File: src/sv/sctc_pkg.sv
// Shared types and constants for the sector to CHS translator with track cache.
// Used by sctc_div, sctc_dp, sctc_ctrl and sector_to_chs_track_cache.
package sctc_pkg;

  localparam int SEC_W      = 24;
  localparam int GEO_W      = 8;
  localparam int FIRST_W    = 25;
  localparam int COUNT_W    = 6;
  localparam int SLOT_W     = 6;
  localparam int KIND_W     = 2;
  localparam int CFG_IDX_W  = 2;
  localparam int TRIES_W    = 3;
  localparam int DIV_CNT_W  = $clog2(SEC_W);

  localparam logic [SEC_W-1:0]   TRACK_SECTORS_MAX = SEC_W'(21);
  localparam logic [GEO_W-1:0]   TRACK_READ_MIN    = GEO_W'(7);
  localparam logic [TRIES_W-1:0] READ_TRIES        = TRIES_W'(5);

  localparam logic [GEO_W-1:0] DEFAULT_SPT   = GEO_W'(7);
  localparam logic [GEO_W-1:0] DEFAULT_HEADS = GEO_W'(2);
  localparam logic [GEO_W-1:0] DEFAULT_DRIVE = GEO_W'(0);

  localparam logic [CFG_IDX_W-1:0] REG_DRIVE = CFG_IDX_W'(0);
  localparam logic [CFG_IDX_W-1:0] REG_SPT   = CFG_IDX_W'(1);
  localparam logic [CFG_IDX_W-1:0] REG_HEADS = CFG_IDX_W'(2);

  localparam logic [KIND_W-1:0] KIND_TRACK  = KIND_W'(0);
  localparam logic [KIND_W-1:0] KIND_SECTOR = KIND_W'(1);
  localparam logic [KIND_W-1:0] KIND_DONE   = KIND_W'(2);
  localparam logic [KIND_W-1:0] KIND_FAIL   = KIND_W'(3);

  typedef struct packed {
    logic              load_req;
    logic              pass;
    logic              div1_start;
    logic              div1_store;
    logic              div2_start;
    logic              div2_store;
    logic              mul;
    logic              lt;
    logic              cache_set;
    logic              bad_set;
    logic              cache_clr;
    logic              out_load;
    logic [KIND_W-1:0] out_kind;
    logic              out_slot;
  } sctc_cmd_t;

  typedef struct packed {
    logic geo_zero;
    logic div_done;
    logic track_cond;
    logic hit;
    logic out_free;
  } sctc_stat_t;

endpackage

File: src/sv/sector_to_chs_track_cache.sv
// Sector to CHS translator with a one-track read cache and retried sector reads.
// A translated request runs two serial divides before its result is loaded.
// Untranslated requests and read status transfers run no divide; any item may wait for a free output register.
// Throughput: one item at a time; in_ready_o is high only while the controller is idle.
// Reset (rst_ni low, asynchronous): geometry 7 sectors, 2 heads, drive 0, no cache, no bad track.
// Depends on sctc_pkg, sctc_ctrl, sctc_dp and sctc_div.
module sector_to_chs_track_cache (
  input  logic                           clk_i,
  input  logic                           rst_ni,
  input  logic                           cfg_we_i,
  input  logic [sctc_pkg::CFG_IDX_W-1:0] cfg_idx_i,
  input  logic [sctc_pkg::GEO_W-1:0]     cfg_data_i,
  input  logic                           in_valid_i,
  output logic                           in_ready_o,
  input  logic                           action_i,
  input  logic [sctc_pkg::SEC_W-1:0]     sector_number_i,
  input  logic                           read_ok_i,
  output logic                           out_valid_o,
  input  logic                           out_ready_i,
  output logic [sctc_pkg::KIND_W-1:0]    kind_o,
  output logic [sctc_pkg::GEO_W-1:0]     drive_o,
  output logic [sctc_pkg::SEC_W-1:0]     cylinder_o,
  output logic [sctc_pkg::GEO_W-1:0]     head_o,
  output logic [sctc_pkg::FIRST_W-1:0]   first_sector_o,
  output logic [sctc_pkg::COUNT_W-1:0]   sector_count_o,
  output logic [sctc_pkg::SLOT_W-1:0]    buffer_slot_o
);

  sctc_pkg::sctc_cmd_t  cmd;
  sctc_pkg::sctc_stat_t stat;

  sctc_ctrl u_ctrl (
    .clk_i      (clk_i),
    .rst_ni     (rst_ni),
    .in_valid_i (in_valid_i),
    .in_ready_o (in_ready_o),
    .action_i   (action_i),
    .read_ok_i  (read_ok_i),
    .stat_i     (stat),
    .cmd_o      (cmd)
  );

  sctc_dp u_dp (
    .clk_i           (clk_i),
    .rst_ni          (rst_ni),
    .cfg_we_i        (cfg_we_i),
    .cfg_idx_i       (cfg_idx_i),
    .cfg_data_i      (cfg_data_i),
    .sector_number_i (sector_number_i),
    .cmd_i           (cmd),
    .stat_o          (stat),
    .out_valid_o     (out_valid_o),
    .out_ready_i     (out_ready_i),
    .kind_o          (kind_o),
    .drive_o         (drive_o),
    .cylinder_o      (cylinder_o),
    .head_o          (head_o),
    .first_sector_o  (first_sector_o),
    .sector_count_o  (sector_count_o),
    .buffer_slot_o   (buffer_slot_o)
  );

endmodule

File: src/sv/sctc_div.sv
// Bit-serial restoring divider, one quotient bit per cycle.
// Depends on sctc_pkg for widths.
module sctc_div (
  input  logic                       clk_i,
  input  logic                       rst_ni,
  input  logic                       start_i,
  input  logic [sctc_pkg::SEC_W-1:0] dividend_i,
  input  logic [sctc_pkg::GEO_W-1:0] divisor_i,
  output logic                       done_o,
  output logic [sctc_pkg::SEC_W-1:0] quot_o,
  output logic [sctc_pkg::GEO_W-1:0] rem_o
);

  localparam logic [sctc_pkg::DIV_CNT_W-1:0] CNT_LAST =
    sctc_pkg::DIV_CNT_W'(sctc_pkg::SEC_W - 1);

  logic                           busy_q, busy_d;
  logic                           done_q, done_d;
  logic [sctc_pkg::DIV_CNT_W-1:0] cnt_q, cnt_d;
  logic [sctc_pkg::SEC_W-1:0]     quot_q, quot_d;
  logic [sctc_pkg::GEO_W-1:0]     rem_q, rem_d;
  logic [sctc_pkg::GEO_W-1:0]     div_q, div_d;
  logic [sctc_pkg::GEO_W:0]       shifted;
  logic [sctc_pkg::GEO_W:0]       diff;
  logic                           fits;

  assign shifted = {rem_q, quot_q[sctc_pkg::SEC_W-1]};
  assign diff    = shifted - {1'b0, div_q};
  assign fits    = shifted >= {1'b0, div_q};

  always_comb begin
    busy_d = busy_q;
    done_d = 1'b0;
    cnt_d  = cnt_q;
    quot_d = quot_q;
    rem_d  = rem_q;
    div_d  = div_q;
    if (busy_q) begin
      quot_d = {quot_q[sctc_pkg::SEC_W-2:0], fits};
      rem_d  = fits ? diff[sctc_pkg::GEO_W-1:0] : shifted[sctc_pkg::GEO_W-1:0];
      cnt_d  = cnt_q + 1'b1;
      if (cnt_q == CNT_LAST) begin
        busy_d = 1'b0;
        done_d = 1'b1;
      end
    end else if (start_i) begin
      busy_d = 1'b1;
      cnt_d  = '0;
      quot_d = dividend_i;
      rem_d  = '0;
      div_d  = divisor_i;
    end
  end

  always_ff @(posedge clk_i or negedge rst_ni) begin
    if (!rst_ni) begin
      busy_q <= 1'b0;
      done_q <= 1'b0;
      cnt_q  <= '0;
    end else begin
      busy_q <= busy_d;
      done_q <= done_d;
      cnt_q  <= cnt_d;
    end
  end

  always_ff @(posedge clk_i) begin
    quot_q <= quot_d;
    rem_q  <= rem_d;
    div_q  <= div_d;
  end

  assign done_o = done_q;
  assign quot_o = quot_q;
  assign rem_o  = rem_q;

endmodule

File: src/sv/sctc_dp.sv
// Datapath: geometry registers, translation, track cache, bad-track mark and result register.
// Depends on sctc_pkg and instantiates sctc_div.
module sctc_dp (
  input  logic                           clk_i,
  input  logic                           rst_ni,
  input  logic                           cfg_we_i,
  input  logic [sctc_pkg::CFG_IDX_W-1:0] cfg_idx_i,
  input  logic [sctc_pkg::GEO_W-1:0]     cfg_data_i,
  input  logic [sctc_pkg::SEC_W-1:0]     sector_number_i,
  input  sctc_pkg::sctc_cmd_t            cmd_i,
  output sctc_pkg::sctc_stat_t           stat_o,
  output logic                           out_valid_o,
  input  logic                           out_ready_i,
  output logic [sctc_pkg::KIND_W-1:0]    kind_o,
  output logic [sctc_pkg::GEO_W-1:0]     drive_o,
  output logic [sctc_pkg::SEC_W-1:0]     cylinder_o,
  output logic [sctc_pkg::GEO_W-1:0]     head_o,
  output logic [sctc_pkg::FIRST_W-1:0]   first_sector_o,
  output logic [sctc_pkg::COUNT_W-1:0]   sector_count_o,
  output logic [sctc_pkg::SLOT_W-1:0]    buffer_slot_o
);

  localparam int PROD_W = sctc_pkg::SEC_W + sctc_pkg::GEO_W;

  logic [sctc_pkg::GEO_W-1:0]   drive_q, spt_q, heads_q;
  logic                         cache_v_q, bad_v_q;
  logic [sctc_pkg::SEC_W-1:0]   cache_trk_q, bad_trk_q;
  logic [sctc_pkg::SEC_W-1:0]   sec_q, quot1_q;
  logic [sctc_pkg::SEC_W-1:0]   cur_sec_q, cur_cyl_q;
  logic [sctc_pkg::GEO_W-1:0]   cur_head_q;
  logic [sctc_pkg::SEC_W-1:0]   prod_q, lt_q;
  logic [PROD_W-1:0]            prod_full;

  logic                         out_valid_q;
  logic [sctc_pkg::KIND_W-1:0]  kind_q;
  logic [sctc_pkg::GEO_W-1:0]   drv_q, head_q;
  logic [sctc_pkg::SEC_W-1:0]   cyl_q;
  logic [sctc_pkg::FIRST_W-1:0] first_q;
  logic [sctc_pkg::COUNT_W-1:0] count_q;
  logic [sctc_pkg::SLOT_W-1:0]  slot_q;

  logic                         div_start, div_done;
  logic [sctc_pkg::SEC_W-1:0]   div_dividend, div_quot;
  logic [sctc_pkg::GEO_W-1:0]   div_divisor, div_rem;
  logic                         cache_hit_trk, bad_hit_trk;

  assign div_start    = cmd_i.div1_start | cmd_i.div2_start;
  assign div_dividend = cmd_i.div2_start ? quot1_q : sec_q;
  assign div_divisor  = cmd_i.div2_start ? heads_q : spt_q;

  sctc_div u_div (
    .clk_i      (clk_i),
    .rst_ni     (rst_ni),
    .start_i    (div_start),
    .dividend_i (div_dividend),
    .divisor_i  (div_divisor),
    .done_o     (div_done),
    .quot_o     (div_quot),
    .rem_o      (div_rem)
  );

  assign prod_full     = cur_cyl_q * heads_q;
  assign cache_hit_trk = cache_v_q && (cache_trk_q == lt_q);
  assign bad_hit_trk   = bad_v_q && (bad_trk_q == lt_q);

  always_comb begin
    stat_o.geo_zero   = (spt_q == '0) || (heads_q == '0);
    stat_o.div_done   = div_done;
    stat_o.track_cond = (spt_q > sctc_pkg::TRACK_READ_MIN) &&
                        ({{(sctc_pkg::SEC_W-sctc_pkg::GEO_W){1'b0}}, spt_q} <=
                         sctc_pkg::TRACK_SECTORS_MAX) &&
                        !cache_hit_trk && !bad_hit_trk;
    stat_o.hit        = cache_hit_trk && (cur_sec_q < sctc_pkg::TRACK_SECTORS_MAX);
    stat_o.out_free   = !out_valid_q || out_ready_i;
  end

  // Configuration, cache and bad-track state.
  always_ff @(posedge clk_i or negedge rst_ni) begin
    if (!rst_ni) begin
      drive_q   <= sctc_pkg::DEFAULT_DRIVE;
      spt_q     <= sctc_pkg::DEFAULT_SPT;
      heads_q   <= sctc_pkg::DEFAULT_HEADS;
      cache_v_q <= 1'b0;
      bad_v_q   <= 1'b0;
    end else begin
      if (cmd_i.load_req && (sector_number_i == '0)) begin
        spt_q   <= sctc_pkg::DEFAULT_SPT;
        heads_q <= sctc_pkg::DEFAULT_HEADS;
        bad_v_q <= 1'b0;
      end else if (cfg_we_i) begin
        case (cfg_idx_i)
          sctc_pkg::REG_DRIVE: drive_q <= cfg_data_i;
          sctc_pkg::REG_SPT:   spt_q   <= cfg_data_i;
          sctc_pkg::REG_HEADS: heads_q <= cfg_data_i;
          default: ;
        endcase
      end
      if (cmd_i.cache_set) begin
        cache_v_q <= 1'b1;
      end else if (cmd_i.cache_clr) begin
        cache_v_q <= 1'b0;
      end
      if (cmd_i.bad_set) begin
        bad_v_q <= 1'b1;
      end
    end
  end

  always_ff @(posedge clk_i) begin
    if (cmd_i.cache_set) begin
      cache_trk_q <= lt_q;
    end
    if (cmd_i.bad_set) begin
      bad_trk_q <= lt_q;
    end
    if (cmd_i.load_req) begin
      sec_q <= sector_number_i;
    end
    if (cmd_i.pass) begin
      cur_sec_q  <= sec_q;
      cur_head_q <= '0;
      cur_cyl_q  <= '0;
    end
    if (cmd_i.div1_store) begin
      cur_sec_q <= {{(sctc_pkg::SEC_W-sctc_pkg::GEO_W){1'b0}}, div_rem};
      quot1_q   <= div_quot;
    end
    if (cmd_i.div2_store) begin
      cur_head_q <= div_rem;
      cur_cyl_q  <= div_quot;
    end
    if (cmd_i.mul) begin
      prod_q <= prod_full[sctc_pkg::SEC_W-1:0];
    end
    if (cmd_i.lt) begin
      lt_q <= prod_q + {{(sctc_pkg::SEC_W-sctc_pkg::GEO_W){1'b0}}, cur_head_q};
    end
  end

  // Result register.
  always_ff @(posedge clk_i or negedge rst_ni) begin
    if (!rst_ni) begin
      out_valid_q <= 1'b0;
    end else if (cmd_i.out_load) begin
      out_valid_q <= 1'b1;
    end else if (out_ready_i) begin
      out_valid_q <= 1'b0;
    end
  end

  always_ff @(posedge clk_i) begin
    if (cmd_i.out_load) begin
      kind_q  <= cmd_i.out_kind;
      drv_q   <= '0;
      cyl_q   <= '0;
      head_q  <= '0;
      first_q <= '0;
      count_q <= '0;
      slot_q  <= '0;
      case (cmd_i.out_kind)
        sctc_pkg::KIND_TRACK: begin
          drv_q   <= drive_q;
          cyl_q   <= cur_cyl_q;
          head_q  <= cur_head_q;
          first_q <= sctc_pkg::FIRST_W'(1);
          count_q <= spt_q[sctc_pkg::COUNT_W-1:0];
        end
        sctc_pkg::KIND_SECTOR: begin
          drv_q   <= drive_q;
          cyl_q   <= cur_cyl_q;
          head_q  <= cur_head_q;
          first_q <= {1'b0, cur_sec_q} + sctc_pkg::FIRST_W'(1);
          count_q <= sctc_pkg::COUNT_W'(1);
        end
        sctc_pkg::KIND_DONE: begin
          if (cmd_i.out_slot) begin
            slot_q <= cur_sec_q[sctc_pkg::SLOT_W-1:0];
          end
        end
        default: ;
      endcase
    end
  end

  assign out_valid_o    = out_valid_q;
  assign kind_o         = kind_q;
  assign drive_o        = drv_q;
  assign cylinder_o     = cyl_q;
  assign head_o         = head_q;
  assign first_sector_o = first_q;
  assign sector_count_o = count_q;
  assign buffer_slot_o  = slot_q;

endmodule

File: src/sv/sctc_ctrl.sv
// Controller state machine: sequences translation, cache lookup, retries and result transfers.
// Depends on sctc_pkg; drives sctc_dp through command and status structs.
module sctc_ctrl (
  input  logic                 clk_i,
  input  logic                 rst_ni,
  input  logic                 in_valid_i,
  output logic                 in_ready_o,
  input  logic                 action_i,
  input  logic                 read_ok_i,
  input  sctc_pkg::sctc_stat_t stat_i,
  output sctc_pkg::sctc_cmd_t  cmd_o
);

  localparam logic [3:0] ST_IDLE   = 4'd0;
  localparam logic [3:0] ST_START  = 4'd1;
  localparam logic [3:0] ST_DIV1   = 4'd2;
  localparam logic [3:0] ST_DIV2S  = 4'd3;
  localparam logic [3:0] ST_DIV2   = 4'd4;
  localparam logic [3:0] ST_MUL    = 4'd5;
  localparam logic [3:0] ST_LT     = 4'd6;
  localparam logic [3:0] ST_DECIDE = 4'd7;
  localparam logic [3:0] ST_TRACK  = 4'd8;
  localparam logic [3:0] ST_SERVE  = 4'd9;
  localparam logic [3:0] ST_SSTAT  = 4'd10;
  localparam logic [3:0] ST_EMIT   = 4'd11;

  localparam logic [1:0] PEND_IDLE   = 2'd0;
  localparam logic [1:0] PEND_TRACK  = 2'd1;
  localparam logic [1:0] PEND_SECTOR = 2'd2;

  logic [3:0]                     state_q, state_d;
  logic [1:0]                     pend_q, pend_d;
  logic [sctc_pkg::TRIES_W-1:0]   tries_q, tries_d, tries_dec;
  logic                           req_q, req_d;
  logic                           ok_q, ok_d;
  logic [sctc_pkg::KIND_W-1:0]    kind_q, kind_d;
  logic                           slot_q, slot_d;
  logic                           accept;

  assign in_ready_o = (state_q == ST_IDLE);
  assign accept     = in_valid_i && in_ready_o;
  assign tries_dec  = (tries_q != '0) ? tries_q - 1'b1 : tries_q;

  always_comb begin
    state_d = state_q;
    pend_d  = pend_q;
    tries_d = tries_q;
    req_d   = req_q;
    ok_d    = ok_q;
    kind_d  = kind_q;
    slot_d  = slot_q;
    cmd_o   = '0;
    cmd_o.out_kind = kind_q;
    cmd_o.out_slot = slot_q;
    case (state_q)
      ST_IDLE: begin
        if (accept) begin
          ok_d = read_ok_i;
          if (!action_i) begin
            cmd_o.load_req = 1'b1;
            req_d   = 1'b1;
            state_d = ST_START;
          end else if (pend_q == PEND_TRACK) begin
            req_d   = 1'b0;
            state_d = ST_MUL;
          end else if (pend_q == PEND_SECTOR) begin
            state_d = ST_SSTAT;
          end
        end
      end
      ST_START: begin
        if (stat_i.geo_zero) begin
          cmd_o.pass = 1'b1;
          state_d    = ST_MUL;
        end else begin
          cmd_o.div1_start = 1'b1;
          state_d          = ST_DIV1;
        end
      end
      ST_DIV1: begin
        if (stat_i.div_done) begin
          cmd_o.div1_store = 1'b1;
          state_d          = ST_DIV2S;
        end
      end
      ST_DIV2S: begin
        cmd_o.div2_start = 1'b1;
        state_d          = ST_DIV2;
      end
      ST_DIV2: begin
        if (stat_i.div_done) begin
          cmd_o.div2_store = 1'b1;
          state_d          = ST_MUL;
        end
      end
      ST_MUL: begin
        cmd_o.mul = 1'b1;
        state_d   = ST_LT;
      end
      ST_LT: begin
        cmd_o.lt = 1'b1;
        state_d  = req_q ? ST_DECIDE : ST_TRACK;
      end
      ST_DECIDE: begin
        if (stat_i.track_cond) begin
          pend_d  = PEND_TRACK;
          kind_d  = sctc_pkg::KIND_TRACK;
          slot_d  = 1'b0;
          state_d = ST_EMIT;
        end else begin
          state_d = ST_SERVE;
        end
      end
      ST_TRACK: begin
        cmd_o.cache_set = ok_q;
        cmd_o.bad_set   = !ok_q;
        state_d         = ST_SERVE;
      end
      ST_SERVE: begin
        if (stat_i.hit) begin
          pend_d = PEND_IDLE;
          kind_d = sctc_pkg::KIND_DONE;
          slot_d = 1'b1;
        end else begin
          tries_d         = sctc_pkg::READ_TRIES;
          cmd_o.cache_clr = 1'b1;
          pend_d          = PEND_SECTOR;
          kind_d          = sctc_pkg::KIND_SECTOR;
          slot_d          = 1'b0;
        end
        state_d = ST_EMIT;
      end
      ST_SSTAT: begin
        tries_d = tries_dec;
        slot_d  = 1'b0;
        if (ok_q) begin
          pend_d = PEND_IDLE;
          kind_d = sctc_pkg::KIND_DONE;
        end else if (tries_dec != '0) begin
          cmd_o.cache_clr = 1'b1;
          pend_d          = PEND_SECTOR;
          kind_d          = sctc_pkg::KIND_SECTOR;
        end else begin
          pend_d = PEND_IDLE;
          kind_d = sctc_pkg::KIND_FAIL;
        end
        state_d = ST_EMIT;
      end
      ST_EMIT: begin
        if (stat_i.out_free) begin
          cmd_o.out_load = 1'b1;
          state_d        = ST_IDLE;
        end
      end
      default: begin
        state_d = ST_IDLE;
      end
    endcase
  end

  always_ff @(posedge clk_i or negedge rst_ni) begin
    if (!rst_ni) begin
      state_q <= ST_IDLE;
      pend_q  <= PEND_IDLE;
      tries_q <= sctc_pkg::READ_TRIES;
      req_q   <= 1'b0;
    end else begin
      state_q <= state_d;
      pend_q  <= pend_d;
      tries_q <= tries_d;
      req_q   <= req_d;
    end
  end

  always_ff @(posedge clk_i) begin
    ok_q   <= ok_d;
    kind_q <= kind_d;
    slot_q <= slot_d;
  end

`ifndef SYNTHESIS
  a_load_only_when_free: assert property (@(posedge clk_i) disable iff (!rst_ni)
    cmd_o.out_load |-> stat_i.out_free)
    else $error("result loaded while the output register is still occupied");

  a_tries_in_range: assert property (@(posedge clk_i) disable iff (!rst_ni)
    tries_q <= sctc_pkg::READ_TRIES)
    else $error("retry counter above its limit");

  a_sector_pending_has_tries: assert property (@(posedge clk_i) disable iff (!rst_ni)
    (pend_q == PEND_SECTOR) |-> (tries_q != '0))
    else $error("sector read outstanding with no tries left");

  a_div_done_expected: assert property (@(posedge clk_i) disable iff (!rst_ni)
    stat_i.div_done |-> ((state_q == ST_DIV1) || (state_q == ST_DIV2)))
    else $error("divider finished outside a divide state");
`endif

endmodule
File: config.mk
export PLATFORM = sky130hd
export DESIGN_NAME = sector_to_chs_track_cache
export DESIGN_NICKNAME = d
export VERILOG_FILES = /design/src/sv/sctc_pkg.sv /design/src/sv/sector_to_chs_track_cache.sv /design/src/sv/sctc_div.sv /design/src/sv/sctc_dp.sv /design/src/sv/sctc_ctrl.sv
export SDC_FILE = /design/constraint.sdc
export NUM_CORES = 1
export LEC_CHECK = 0
export BUFFER_PORTS_ARGS = -buffer_cell sky130_fd_sc_hd__buf_2
export CORE_MARGIN = 1
export CORE_UTILIZATION = 50
export CTS_CLUSTER_SIZE = 28
export DETAILED_ROUTE_END_ITERATION = 16
export GPL_ROUTABILITY_DRIVEN = 0
export HOLD_SLACK_MARGIN = 0.02
export PLACE_DENSITY = 0.68
export SKIP_CTS_REPAIR_TIMING = 1
export SLEW_MARGIN = 5
export SYNTH_ARGS = -nofsm -noshare
export SYNTH_HDL_FRONTEND = slang
export SYNTH_HIERARCHICAL = 1
export SYNTH_SLANG_ARGS = --single-unit
File: constraint.sdc
create_clock -name clk_i -period 12 [get_ports clk_i]
set_clock_uncertainty 0.1 [all_clocks]
set_input_delay 1.8 -clock clk_i [delete_from_list [all_inputs] [get_ports clk_i]]
set_output_delay 1.8 -clock clk_i [all_outputs]
set_load 0.02 [all_outputs]
==> results.cfg <==
[timing]
worstMarginPinSlew_ns = 1.154
post-route-min-period_ns = 5.330
fmax_mhz = 187.6
hold_viol_final = 0
fin_hold_ws_ns = 0.3616
rsz0062_at_grt = no
setup-violations-final = 0
setup_tns_ns = 0
post-route-period-util_pct = 44.41
max-slew-margin-rel_pct = 23.09
slew_violations = 0

[hold_path]
min_path_type = reg -> reg
hold_depth = 0
hold_path.startpoint = u_dp/u_div/quot_o[19]
hold_end = u_dp/quot1_q[19]

[setup_path]
path_class = reg -> reg
slowest_stage = dfrtp_1
cpPeakStageDelay_ns = 0.93
crit_chain = and2_1, fa_1, fa_1, fa_1, inv_1, fa_1, inv_1, ha_1, and2_1, a31o_1, nor3_2, a21oi_1, a311oi_1, xnor2_1
critPathMostFrequentCell = fa_1
crit_arrival_ns = 5.53
r2r_end = u_dp/prod_q[21]
cp_top_family = adder cells
start_kind = flop
worst_setup_path_end_kind = flop
critical_path.startpoint = u_dp/heads_q[2]
path_buf_inv = 2
worstReg2RegStart = u_dp/heads_q[2]
critical_path_required_ns = 12.20
reg2reg_depth = 14
reg2reg_slack_ns = 6.67
worst-path-max-fanout = 25

[yosys]
synthCells = 1693
synth_seq_cells = 367
avgSynthCellArea_um2 = 12.27
synth-seq-area-share_pct = 51.27
yosysMostFrequentCell = edfxtp_1
synth_top_area_share_pct = 44.39
synth.net_count = 1899
synth_top_area_cell = edfxtp_1
ys.flop_type = edfxtp_1
syn_area_um2 = 20770
yosys_warnings = 6
synth_edf_count = 307
ys_types = 89
ys_top_cells_by_count = edfxtp_1 (307), inv_1 (167), and2_1 (158), fa_1 (110), nor2_1 (97)
async_flop_share_pct = 11.99
yosys-top-cells-area = edfxtp_1 (44%), fa_1 (11%), and2_1 (4.8%)

[drt]
antenna_left = 0
first_pass_iters = 5
routed-via-count = 12893
drt-initial-drc-count = 923
drc = 0
viasPerCell = 5.433
routed_wl_mm = 44.00
wire_per_inst_um = 18.54

[floorplan]
placementRows = 74
dieArea_um2 = 42360
ioPinCount = 122
die_h_um = 205.8
initial_core_util_pct = 50.75
die_w_um = 205.8
core_area_um2 = 40920

[placement]
place_area_um2 = 21920
dp_hpwl_mm = 31.72
numPortBuffers = 121

[cells_and_area]
nets = 2018
nFillCells = 3424
diodes = 0
stdcell_area_um2 = 23160
drive_gt1_share_pct = 16.46
syn_to_final_growth_pct = 11.49

[status]
status = finished, final reports clean

[grt]
grt_pass1_wl_mm = 68.71
grt_pass1_vias = 12566
grt_antenna_before_repair = 0
grt_overflow = 0
gr-usage-all-layers_pct = 21.02
grt_max_degree = 55

[clock_network]
h-tree-depth = 2
cts_buffer_depth = 3
cts.clk_slew.worst_paths_ns = 0.06
clk-insertion-delay-late_ns = 0.56
numCtsBuffers = 40
cts_tree = yes
cts_num_sinks = 367
cts_root_buf = clkbuf_16

[run]
max_cap_violations = 0
[cell families after synthesis]
kind of cell	Yosys count	synth area share [%]
buffers and inverters	226	4.259
adder cells (fa/ha/maj)	165	13.92
flip-flops	367	51.27
AO/OA/AOI/OAI	160	5.458
AND/OR/NAND/NOR	545	14.33
XOR/XNOR	125	5.271
multiplexers	105	5.494
[layout make-up]
cell class	count	area, um2	share of cell area [%]
well taps	532	665.6	2.875
clock inverters	17	146.4	0.6322
multi-input cells	1100	9261	40.00
flip-flops and latches	367	10650	45.98
clock buffers	54	1094	4.723
inverters	168	630.6	2.723
repair buffers	135	710.7	3.069
[placed cells by master, fill, tap and decap left out, types with 5 or more instances in the layout]
master	instances
dfstp_2	6
and2_1	158
mux2i_1	33
buf_4	14
xnor2_1	62
o211ai_1	6
fa_1	110
o21a_1	6
nor4_1	17
nor2_1	94
a211oi_1	9
nand3_1	28
dfxtp_1	16
nand4_1	15
clkbuf_16	40
o21ai_1	7
a21oi_1	36
ha_1	55
mux2_1	8
or3_1	5
inv_1	167
o21ai_0	36
buf_2	121
nand2b_1	11
clkinv_1	5
edfxtp_1	307
xor2_1	63
nor3_1	22
clkinv_2	6
clkbuf_1	10
a21o_1	11
nand2_1	86
mux2_2	64
dfrtp_1	38
and3_1	10
nor2b_1	52
[per-stage QoR]
stage                     cells  utilization, %  setup WS, ns
after global routing       2373           56.58         6.435
after global placement     2302           53.55         6.839
after detailed placement   2302           53.55         6.746
after CTS                  2373           56.58         6.742
final                      2373           56.58         6.670
after floorplan            1693               -         3.906
[worst register-to-register path, delay by kind of cell, from the launching register on]
family | cells | cell delay (ns)
AOI/OAI and AO/OA | 3 | 0.70
xor gates and xnor gates | 1 | 0.10
adders and majority gates | 5 | 2.38
buffers and inverters | 2 | 0.09
DFF | 1 | 0.93
and+or+nand+nor | 3 | 0.79
[state kept, by name, indices dropped and copies added, names as in the netlist, 8 cells and up]
| register | count |
|---|---|
| u_dp/bad_trk_q | 24 |
| u_dp/cache_trk_q | 24 |
| u_dp/cur_cyl_q | 24 |
| u_dp/cur_head_q | 8 |
| u_dp/cur_sec_q | 24 |
| u_dp/cylinder_o | 24 |
| u_dp/drive_o | 8 |
| u_dp/drive_q | 8 |
| u_dp/first_sector_o | 25 |
| u_dp/head_o | 8 |
| u_dp/heads_q | 8 |
| u_dp/lt_q | 24 |
| u_dp/prod_q | 24 |
| u_dp/quot1_q | 24 |
| u_dp/sec_q | 24 |
| u_dp/spt_q | 8 |
| u_dp/u_div/div_q | 8 |
| u_dp/u_div/quot_o | 24 |
| u_dp/u_div/rem_o | 8 |
[layer usage]
layer / global-route usage (%) / vias up / wire [um]
li1: - / 6039 / -
met1: 30.14 / 6474 / 20410
met2: 32.78 / 327 / 20340
met3: 4.118 / 53 / 2431
met4: 5.252 / 0 / 822
met5: 0 / - / 0
[worst max-delay path by stage]
| stage | to | slack [ns] | cells past startpoint |
|---|---|---|---|
| 2_1_floorplan | u_dp/buffer_slot_o[0] | 3.91 | 3 |
| 3_3_place_gp | u_dp/prod_q[21] | 6.84 | 14 |
| 3_5_place_dp | u_dp/prod_q[21] | 6.75 | 14 |
| 4_1_cts | u_dp/prod_q[21] | 6.74 | 14 |
| 5_1_grt | u_dp/prod_q[20] | 6.43 | 14 |
| 6_report | u_dp/prod_q[21] | 6.67 | 14 |
Power is left out: the tool's default activity adds up to more than one toggle a clock period on the data nets, which glitch-free logic cannot reach.
